### config.mk
export PLATFORM = sky130hd
export DESIGN_NAME = sequence_reorder_window_top
export DESIGN_NICKNAME = d
export VERILOG_FILES = /design/src/rtl/core/srw_pkg.sv /design/src/rtl/core/srw_window.sv /design/src/rtl/core/sequence_reorder_window_top.sv
export SDC_FILE = /design/constraint.sdc
export NUM_CORES = 1
export LEC_CHECK = 0
export BUFFER_PORTS_ARGS = -buffer_cell sky130_fd_sc_hd__buf_2
export CAP_MARGIN = 20
export CORE_MARGIN = 5
export CORE_UTILIZATION = 42
export CTS_CLUSTER_SIZE = 12
export DETAILED_ROUTE_END_ITERATION = 8
export PLACE_DENSITY = 0.62
export SLEW_MARGIN = 15
export SYNTH_ARGS = -nofsm -noshare
export SYNTH_HDL_FRONTEND = slang
export SYNTH_SLANG_ARGS = --single-unit
### constraint.sdc
create_clock -name clk -period 8.1 [get_ports clk]
set_input_delay 0.405 -clock clk [delete_from_list [all_inputs] [get_ports clk]]
set_output_delay 0.405 -clock clk [all_outputs]
set_load 0.02 [all_outputs]
### src/rtl/core/srw_pkg.sv
// Package for the sequence reorder window: window depth, status and op codes,
// word structs and circular-pointer helpers. No dependencies.
`default_nettype none

package srw_pkg;

  localparam int DEPTH  = 16;
  localparam int PTR_W  = (DEPTH > 1) ? $clog2(DEPTH) : 1;
  localparam int PTR_W1 = PTR_W + 1;

  typedef logic [PTR_W-1:0] ptr_t;

  // op codes
  localparam logic [1:0] OP_PUSH = 2'd0;
  localparam logic [1:0] OP_POP  = 2'd1;
  localparam logic [1:0] OP_SET  = 2'd2;
  localparam logic [1:0] OP_NONE = 2'd3;

  // status codes
  localparam logic [2:0] ST_POPPED   = 3'd0;
  localparam logic [2:0] ST_EMPTY    = 3'd1;
  localparam logic [2:0] ST_STORED   = 3'd2;
  localparam logic [2:0] ST_ADVANCED = 3'd3;
  localparam logic [2:0] ST_LATE     = 3'd4;
  localparam logic [2:0] ST_DISABLED = 3'd5;
  localparam logic [2:0] ST_BASESET  = 3'd6;

  typedef struct packed {
    logic [1:0]  op;
    logic [31:0] seq;
    logic [31:0] payload;
  } cmd_t;

  typedef struct packed {
    logic [2:0]  status;
    logic [31:0] out_payload;
    logic [31:0] out_seq;
  } rsp_t;

  // (a + b) mod DEPTH, both operands below DEPTH
  function automatic ptr_t ptr_add(input ptr_t a, input ptr_t b);
    logic [PTR_W1-1:0] s;
    s = {1'b0, a} + {1'b0, b};
    if (s >= PTR_W1'(DEPTH)) s = s - PTR_W1'(DEPTH);
    return s[PTR_W-1:0];
  endfunction

  // (p - h) mod DEPTH: logical position of physical slot p for head h
  function automatic ptr_t ptr_sub(input ptr_t p, input ptr_t h);
    logic [PTR_W1-1:0] s;
    s = {1'b0, p} + PTR_W1'(DEPTH) - {1'b0, h};
    if (s >= PTR_W1'(DEPTH)) s = s - PTR_W1'(DEPTH);
    return s[PTR_W-1:0];
  endfunction

endpackage

`default_nettype wire

### src/rtl/core/srw_window.sv
// Window state and single-pass update: base, circular head pointer, slot
// valid bits, slot data memory, result register. Depends on srw_pkg.
`default_nettype none

module srw_window (
  input  wire logic          clk,
  input  wire logic          rst,
  input  wire logic          item_valid,
  input  wire srw_pkg::cmd_t item,
  input  wire logic          enabled,
  output logic               done,
  output srw_pkg::rsp_t      rsp
);

  logic [31:0]                base;
  srw_pkg::ptr_t              head;
  logic [srw_pkg::DEPTH-1:0]  slot_valid;
  logic [31:0]                mem [srw_pkg::DEPTH];
  logic [31:0]                rd_data;
  logic                       pop_hit;
  logic [2:0]                 status_q;
  logic [31:0]                oseq_q;

  logic [31:0]                base_next;
  srw_pkg::ptr_t              head_next;
  logic [srw_pkg::DEPTH-1:0]  valid_next;
  logic [2:0]                 status_next;
  logic [31:0]                oseq_next;
  logic                       hit_next;
  logic                       we;
  srw_pkg::ptr_t              waddr;

  logic [31:0]                off;
  logic [31:0]                over;
  logic                       wipe;
  srw_pkg::ptr_t              adv_head;
  srw_pkg::ptr_t              tail;
  srw_pkg::ptr_t              lpos [srw_pkg::DEPTH];

  assign off      = item.seq - base;
  assign over     = off - 32'(srw_pkg::DEPTH - 1);
  assign wipe     = off >= 32'(2 * srw_pkg::DEPTH - 1);
  assign adv_head = wipe ? head : srw_pkg::ptr_add(head, over[srw_pkg::PTR_W-1:0]);
  assign tail     = srw_pkg::ptr_add(head, srw_pkg::ptr_t'(srw_pkg::DEPTH - 1));

  // logical position of each physical slot
  always_comb begin
    for (int p = 0; p < srw_pkg::DEPTH; p++) begin
      lpos[p] = srw_pkg::ptr_sub(srw_pkg::ptr_t'(p), head);
    end
  end

  always_comb begin
    base_next   = base;
    head_next   = head;
    valid_next  = slot_valid;
    status_next = srw_pkg::ST_EMPTY;
    oseq_next   = '0;
    hit_next    = 1'b0;
    we          = 1'b0;
    waddr       = srw_pkg::ptr_add(head, off[srw_pkg::PTR_W-1:0]);
    if (item.op == srw_pkg::OP_SET) begin
      base_next   = item.seq;
      status_next = srw_pkg::ST_BASESET;
    end else if (item.op == srw_pkg::OP_NONE) begin
      status_next = srw_pkg::ST_EMPTY;
    end else if (!enabled) begin
      status_next = srw_pkg::ST_DISABLED;
    end else if (item.op == srw_pkg::OP_PUSH) begin
      if (off[31]) begin
        status_next = srw_pkg::ST_LATE;
      end else if (off >= 32'(srw_pkg::DEPTH)) begin
        // advance: drop entries that fall below the new base
        for (int p = 0; p < srw_pkg::DEPTH; p++) begin
          if (wipe || (32'(lpos[p]) < over)) valid_next[p] = 1'b0;
        end
        base_next   = base + over;
        head_next   = adv_head;
        waddr       = srw_pkg::ptr_add(adv_head, srw_pkg::ptr_t'(srw_pkg::DEPTH - 1));
        valid_next[waddr] = 1'b1;
        we          = 1'b1;
        status_next = srw_pkg::ST_ADVANCED;
      end else begin
        valid_next[waddr] = 1'b1;
        we          = 1'b1;
        status_next = srw_pkg::ST_STORED;
      end
    end else begin
      oseq_next = base;
      if (slot_valid[head]) begin
        hit_next         = 1'b1;
        valid_next[head] = 1'b0;
        head_next        = srw_pkg::ptr_add(head, srw_pkg::ptr_t'(1));
        base_next        = base + 32'd1;
        status_next      = srw_pkg::ST_POPPED;
      end else begin
        status_next = srw_pkg::ST_EMPTY;
      end
    end
  end

  always_ff @(posedge clk) begin
    if (rst) begin
      base       <= '0;
      head       <= '0;
      slot_valid <= '0;
      done       <= 1'b0;
      pop_hit    <= 1'b0;
    end else begin
      done <= item_valid;
      if (item_valid) begin
        base       <= base_next;
        head       <= head_next;
        slot_valid <= valid_next;
        pop_hit    <= hit_next;
      end
    end
  end

  // result fields and slot data memory (registered read at head)
  always_ff @(posedge clk) begin
    if (item_valid) begin
      status_q <= status_next;
      oseq_q   <= oseq_next;
      rd_data  <= mem[head];
      if (we) mem[waddr] <= item.payload;
    end
  end

  assign rsp.status      = status_q;
  assign rsp.out_payload = pop_hit ? rd_data : 32'd0;
  assign rsp.out_seq     = oseq_q;

  a_done_follows_item: assert property (@(posedge clk) disable iff (rst)
    done |-> $past(item_valid))
    else $error("result strobe without a word in the input register");

  a_pop_bumps_base: assert property (@(posedge clk) disable iff (rst)
    (done && rsp.status == srw_pkg::ST_POPPED) |-> (base == rsp.out_seq + 32'd1))
    else $error("pop did not advance the base by one");

  a_late_keeps_slots: assert property (@(posedge clk) disable iff (rst)
    (done && rsp.status == srw_pkg::ST_LATE) |-> (slot_valid == $past(slot_valid)))
    else $error("late drop changed the window");

  a_advance_fills_tail: assert property (@(posedge clk) disable iff (rst)
    (done && rsp.status == srw_pkg::ST_ADVANCED) |-> slot_valid[tail])
    else $error("advance left the last slot empty");

endmodule

`default_nettype wire

### src/rtl/core/sequence_reorder_window_top.sv
// Sequence reorder window top: command input register, enable register and
// the window core. Depends on srw_pkg and srw_window.
//
// Path: a word taken into the input register passes the window's result register
//   next, and its result then shows on rsp with done high.
// Throughput: one word per cycle; busy never rises, the single-pass window
//   update finishes within the cycle after the input register.
// The receiver cannot stall: each result is shown for exactly one cycle.
// Reset (rst, sync, active high): window empty, base 0, head 0, enabled 1.
`default_nettype none

module sequence_reorder_window_top (
  input  wire logic          clk,
  input  wire logic          rst,
  // command channel
  input  wire logic          start,
  output logic               busy,
  input  wire srw_pkg::cmd_t cmd,
  // result channel
  output logic               done,
  output srw_pkg::rsp_t      rsp,
  // enable register write channel
  input  wire logic          cfg_valid,
  output logic               cfg_ready,
  input  wire logic          cfg_data
);

  logic          cmd_valid;  // input register holds a word
  srw_pkg::cmd_t cmd_q;
  logic          enabled;

  // Every word is taken; window state settles in one pass so the next word
  // sees it at once.
  assign busy      = 1'b0;
  assign cfg_ready = 1'b1;

  // input register
  always_ff @(posedge clk) begin
    if (rst) begin
      cmd_valid <= 1'b0;
    end else begin
      cmd_valid <= start && !busy;
    end
  end

  always_ff @(posedge clk) begin
    if (start && !busy) cmd_q <= cmd;
  end

  // enable register; the user must write it only while no word is in flight (not enforced here)
  always_ff @(posedge clk) begin
    if (rst) begin
      enabled <= 1'b1;
    end else if (cfg_valid && cfg_ready) begin
      enabled <= cfg_data;
    end
  end

  srw_window u_window (
    .clk        (clk),
    .rst        (rst),
    .item_valid (cmd_valid),
    .item       (cmd_q),
    .enabled    (enabled),
    .done       (done),
    .rsp        (rsp)
  );

endmodule

`default_nettype wire
Word-level counts from Yosys, hierarchy flattened. Memories as Yosys holds them, arrays and structs flattened. A register that Yosys moved wholly into a read port is not among the register bits. Index checks and enable logic that the tools add are counted.

Muxes and demuxes: 188. Divide/modulo/power cells: 0. Multiply operators: 0. Reductions and logical operators: 27. Bitwise operators: 7. Add/subtract/negate cells: 44. Shift operators: 0. Equality and inequality tests: 7. Magnitude comparators: 44.

Operators by type and width (count): < comparator 4 x 32 -> 1 bit (16); 2-to-1 mux 32 bit (8); 2-to-1 mux 4 bit (37); 2-to-1 mux 1 bit (131); >= comparator 5 bit, second input constant (20); subtractor 4 x 1 -> 4 bit, second input constant (20); subtractor 5 x 4 -> 5 bit, first input constant (16); >= comparator 32 x 5 -> 1 bit, second input constant (2); 2-to-1 mux 16 bit (4); adder 32 x 1 -> 32 bit, second input constant (1); adder 32 bit (1); bitwise OR 16 bit (2); subtractor 32 bit (1); subtractor 32 x 4 -> 32 bit, second input constant (1); AND 16 bit (1); logical OR 1 bit (16); NOT 16 bit (1); < comparator 4 x 5 -> 1 bit, second input constant (3); demux 1 bit (select 4 bit) (3); >= comparator 4 x 1 -> 1 bit, second input constant (3); 2-to-1 mux 3 bit (4); AND reduction 6 bit (2); adder 4 x 4 -> 5 bit (2); AND reduction 7 bit (1); 14 further kinds (21).

Bits in writable memories: 512. Word-level logic and storage cells: 330. Latch bits: 0. Register bits: 157. Output and inout bits: 70. Bits in read-only memories: 0. Input port bits: 71. Memories: 1.

Memories: u_window.mem (words 16, bits a word 32, rd ports 1, clocked after memory_dff 1, write ports 1, RTL line srw_window.sv:18) `logic [31:0] mem [srw_pkg::DEPTH];`.

Logic depth before layout (Yosys ltp).
Depth after elaboration: 23. Gate-level depth with buffers: 29. Gate-level depth less buffers: 28.

Cells and area by module. A second synthesis with hierarchy kept.

Cell total of the unflattened synthesis: 2226. Area, all modules: 33234.4 um^2.

Modules (own cells, without submodules): srw_window (area each 31168.6 um^2, cells each 2151, times used 1); sequence_reorder_window_top (area each 2065.7 um^2, cells each 75, times used 1).

Least setup slack after synthesis. No wires, ideal clock.

Kind: register to register. From: register cmd_q[32] in the netlist's numbering. To: memory u_window.mem[12][0], enable pin. Cell stages (with the launch flop): 21. Path buffers: 2. Arrival time: 7.647 ns. Period minus slack after synthesis: 8.148 ns. Path slack: -0.048 ns. Cell sequence: edfxtp_1 > inv_1 > ha_1 > inv_1 > fa_1 > a211oi_2 > o21bai_1 > a2111oi_2 > a21oi_1 > xor2_1 > or4_4 > or2_4 > nor4b_4 > nand4_2 > buf_6 > mux2i_1 > ha_1 > and2_1 > or3_1 > buf_2 > nor4_1.

Longest elaborated chain between the ends: 21. Elaborated cells between the ends (all ways): 37.

Ends and longest elaborated chain: start: declaration (RTL line sequence_reorder_window_top.sv:29) `srw_pkg::cmd_t cmd_q;`; start signal: assignment (RTL line sequence_reorder_window_top.sv:47) `if (start && !busy) cmd_q <= cmd;`; subtractor 32 bit (*) (RTL line srw_window.sv:40) `assign off = item.seq - base;`; subtractor 32 x 4 -> 32 bit (RTL line srw_window.sv:41) `assign over = off - 32'(srw_pkg::DEPTH - 1);`; adder 4 x 4 -> 5 bit (RTL line srw_pkg.sv:43) `s = {1'b0, a} + {1'b0, b};`; subtractor 4 x 1 -> 4 bit or >= comparator 5 bit (tied branches) (RTL line srw_pkg.sv:44) `if (s >= PTR_W1'(DEPTH)) s = s - PTR_W1'(DEPTH);`; 2-to-1 mux 4 bit (RTL line srw_pkg.sv:44); 2-to-1 mux 4 bit (RTL line srw_window.sv:43) `assign adv_head = wipe ? head : srw_pkg::ptr_add(head, over[srw_pkg::PTR_W-1:0]);`; adder 4 x 4 -> 5 bit (RTL line srw_pkg.sv:43); subtractor 4 x 1 -> 4 bit or >= comparator 5 bit (tied branches) (RTL line srw_pkg.sv:44); [... 5 more ...]; 2-to-1 mux 4 bit (RTL line srw_window.sv:65) `end else if (item.op == srw_pkg::OP_NONE) begin`; 2-to-1 mux 4 bit (RTL line srw_window.sv:62) `if (item.op == srw_pkg::OP_SET) begin`; 2-to-1 mux 4 bit (RTL line srw_window.sv:72) `end else if (off >= 32'(srw_pkg::DEPTH)) begin`; 2-to-1 mux 4 bit (RTL line srw_window.sv:70) `if (off[31]) begin`; 2-to-1 mux 4 bit (RTL line srw_window.sv:69) `end else if (item.op == srw_pkg::OP_PUSH) begin`; 2-to-1 mux 4 bit (RTL line srw_window.sv:67) `end else if (!enabled) begin`; 2-to-1 mux 4 bit (RTL line srw_window.sv:65); 2-to-1 mux 4 bit (RTL line srw_window.sv:62); end: declaration (RTL line srw_window.sv:18).

Mark *: on every way between the ends. The rest lies on a longest branch, timed or not. The select of a mux whose other input is x is not followed.

Final worst setup path.
From: register cmd_q[32] in the netlist's numbering. To: register u_window.base[31].

Longest elaborated chain between the ends: 9. Elaborated cells between the ends (all ways): 13.

Ends and longest elaborated chain: subtractor 32 bit (*) (RTL line srw_window.sv:40); subtractor 32 x 4 -> 32 bit (RTL line srw_window.sv:41); adder 32 bit (RTL line srw_window.sv:77) `base_next = base + over;`; 2-to-1 mux 32 bit (RTL line srw_window.sv:72); 2-to-1 mux 32 bit (RTL line srw_window.sv:70); 2-to-1 mux 32 bit (RTL line srw_window.sv:69); 2-to-1 mux 32 bit (RTL line srw_window.sv:67); 2-to-1 mux 32 bit (RTL line srw_window.sv:65); 2-to-1 mux 32 bit (RTL line srw_window.sv:62); end signal: assignment (RTL line srw_window.sv:112) `base <= base_next;`; end: declaration (RTL line srw_window.sv:15) `logic [31:0] base;`.

Marks and branches as above. A chain may end at the register's enable or synchronous reset.

==> out/qor.txt <==
outcome -> finished clean
dpl cells -> 3,298
vias in the first global route -> 20,400
clk_lat worst skew -> 0.64 ns
CP Capture Type -> register
Crit Path Category -> register to register
pre-CTS setup slack -> 1.16 ns
port bufs -> 138
first drt pass iteration count -> 8
yosys warns -> 0
Final HPWL DP -> 51,400 um
fraction of layout cells with a size suffix above 1 -> 21.7%
die area -> 0.0840 sq mm
Non-Filler Instances -> 3,486
fmax -> 0.143 GHz
Leak -> 13.1 nW
Power, Total -> 8.70 mW
RSZ-0062 raised after global routing -> no
Worst Hold Class -> input pin to register
Final Hold Viols -> 0
max-cap check violation count -> 0
I/O pin count -> 141
worst path buffer plus inverter count -> 2
commonest cells after routing, fill and taps aside -> edfxtp_1, mux4_2, buf_2
Pwr per Cell Area -> 229 mW/mm^2
clock skew -> 0.0422 ns
fin. max-slew vios -> 0
post-synthesis sequential area ratio -> 62.3%
max_slew headroom -> 30.4%
CTS Buf Count -> 76
dpl cell area -> 0.0350 sq mm
drc violations -> 0
Cell Rows -> 102
Via Count -> 20,000
final core utilization -> 49.0%
fin crit share -> 86.4%
worst hold slack -> 0.0462 ns
clk buf depth -> 3
GP Congestion -> 0.920
critical path peak fanout -> 6
slowest CP cell -> or4_4
CTS sink cnt -> 701
Starting Density -> 42.4%
post-cts gate resize count -> 0
delay-heaviest family, CP -> compound AO/OA/AOI/OAI gates
fin worst setup slack -> 1.11 ns
register bit total from synthesis -> 701
DR iter-0 viols -> 1,716
Async S/R FF share, synth -> 0%
fin crit period -> 6.99 ns
Main synth FF type -> edfxtp_1
clk root buf -> clkbuf_16
DR WL/cell -> 24.2 um
Worst Tran Pin Value -> 1.01 ns
slowest stage delay, CP -> 0.58 ns
Synth Net Count -> 2,357
Die W -> 290 um
data arrival time of the critical path -> 7.49 ns
Tot GR Track Use -> 20.0%
final WL -> 84,300 um
Design Area, Final -> 0.0380 sq mm
Worst VDD drop -> 0.000195 V
pin count of the biggest net entering global routing -> 102
area grow syn2layout -> 15.6%
CP required -> 8.60 ns
Final setup viols -> 0
global-route wire length before repair -> 127,000 um
initial antenna violation count -> 1
Final #Nets -> 2,590
clk slew on worst S/H paths -> 0.06 ns
gr ovfl total -> 0
setup_tns -> 0 ns
Core ar. -> 0.0776 sq mm
Mapped Area -> 0.0329 sq mm
TritonCTS clock tree -> done
Post-Syn Instances -> 2,168
CP startpoint kind -> register
DR vias/cell -> 5.74
Routed Antenna Nets -> 0
most common cell after layout, fill and taps aside -> edfxtp_1
die height -> 290 um
CTS H-tree lvls -> 3
Syn Area/Cell -> 15.2 sq um
number of flops mapped to enable cells by yosys -> 645
# diodes -> 0
synth unique cells -> 88
-- kinds of logic (layout without fill, tap and decap cells) --
| logic type | count (synthesis) | in the layout | share of synthesized area, % |
|---|---|---|---|
| multiplexers | 193 | 193 | 12.2 |
| XOR/XNOR | 86 | 86 | 2.29 |
| buffers and inverters | 178 | 456 | 2.13 |
| flip-flops | 701 | 701 | 62.3 |
| AO/OA/AOI/OAI | 414 | 414 | 8.69 |
| other | 2 | 2 | 0.0228 |
| adder cells (fa/ha/maj) | 118 | 118 | 4.61 |
| AND/OR/NAND/NOR | 476 | 476 | 7.68 |
-- worst register-to-register path, cell delays in order, from the launching register on --
cell	delay, ns
edfxtp_1	0.39
inv_1	0.07
ha_1	0.17
inv_1	0.06
fa_1	0.44
a211oi_2	0.24
o21bai_1	0.14
a2111oi_2	0.37
a21oi_1	0.09
xor2_1	0.22
or4_4	0.58
or3_1	0.40
or3b_1	0.52
or3_1	0.40
a21oi_1	0.15
ha_1	0.31
a21o_1	0.21
a21o_1	0.18
a2111oi_0	0.52
a211o_1	0.20
a31oi_1	0.06
o21ai_0	0.33
a21oi_1	0.17
mux2i_1	0.27
nand3_1	0.11
a21o_1	0.16
nand2_1	0.05
o21ai_0	0.08
-- worst paths after layout --
check / slack [ns] / end / startpoint / cells after the start
worst max register to register: 1.11 / u_window.base[31] / cmd_q[32] / 27
worst min-delay path: 0.05 / cmd_q[1] / cmd[1] / 1
worst max-delay path: 1.11 / u_window.base[31] / cmd_q[32] / 27
worst min register to register: 0.51 / u_window.slot_valid[5] / u_window.slot_valid[5] / 2
-- power by group --
group          switching [mW]  internal, mW  leakage, nW
registers              0.0965          4.04         6.35
logic                   0.805         0.506         5.60
clock network            1.42          1.84         1.12
-- final cells by class --
cell class / count / area (sq um)
clock inverters: 30 / 367
well taps: 1040 / 1300
fillers: 6629 / 39600
repair buffers: 257 / 1760
multi-input cells: 1289 / 11800
flip-flops and latches: 701 / 20500
clock buffers: 93 / 1970
inverters: 76 / 285
-- sequential cells by signal (all words and copies together), names as in the netlist --
name / cells
u_window.oseq_q: 32
u_window.base: 32
cmd_valid: 1
u_window.status_q: 3
u_window.head: 4
cmd_q: 66
u_window.slot_valid: 16
u_window.pop_hit: 1
u_window.mem: 512
u_window.rd_data: 32
u_window.done: 1
enabled: 1
-- per-layer routing --
| metal | vias up | track usage (%) | part of all wire [%] |
|---|---|---|---|
| met1 | 10200 | 27.0 | 42 |
| met5 | - | 0 | 0 |
| met4 | 0 | 6.61 | 3.1 |
| li1 | 8995 | - | - |
| met3 | 155 | 2.58 | 5.1 |
| met2 | 643 | 33.8 | 50 |
-- what timing repair did --
| action | 4_1_cts | 5_1_grt |
|---|---|---|
| hold buffers | 65 | 0 |
| hold endpoints to repair | 65 | 0 |
| buffers inserted | 0 | 0 |
-- cell usage after synthesis, drive strengths merged (7+ instances only) --
master   number  area [sq um]
edfxtp      645         19400
buf          34           160
nor4         20           138
nand4        22           150
and3         12          75.1
a221oi       11          96.3
or3          10          67.6
a211oi       49           373
o21a         13          97.6
xnor2        63           552
mux4        165          3720
a311oi        8          70.1
o211ai       22           165
inv          75           282
nor2b        16           100
a21o         64           480
nand2        93           349
mux2i        22           243
a31oi        18           113
o21ai        64           339
ha          113          1410
dfxtp        56          1120
nor2        108           408
a2111oi       7          80.1
xor2         23           201
nor3         37           185
a31o          7          61.3
nand3        31           155
clkbuf       68           255
a21oi        97           489
or2          13          83.8
and2         75           469
nand2b       16           100
Note: power is estimated with default switching activity, not from simulation.
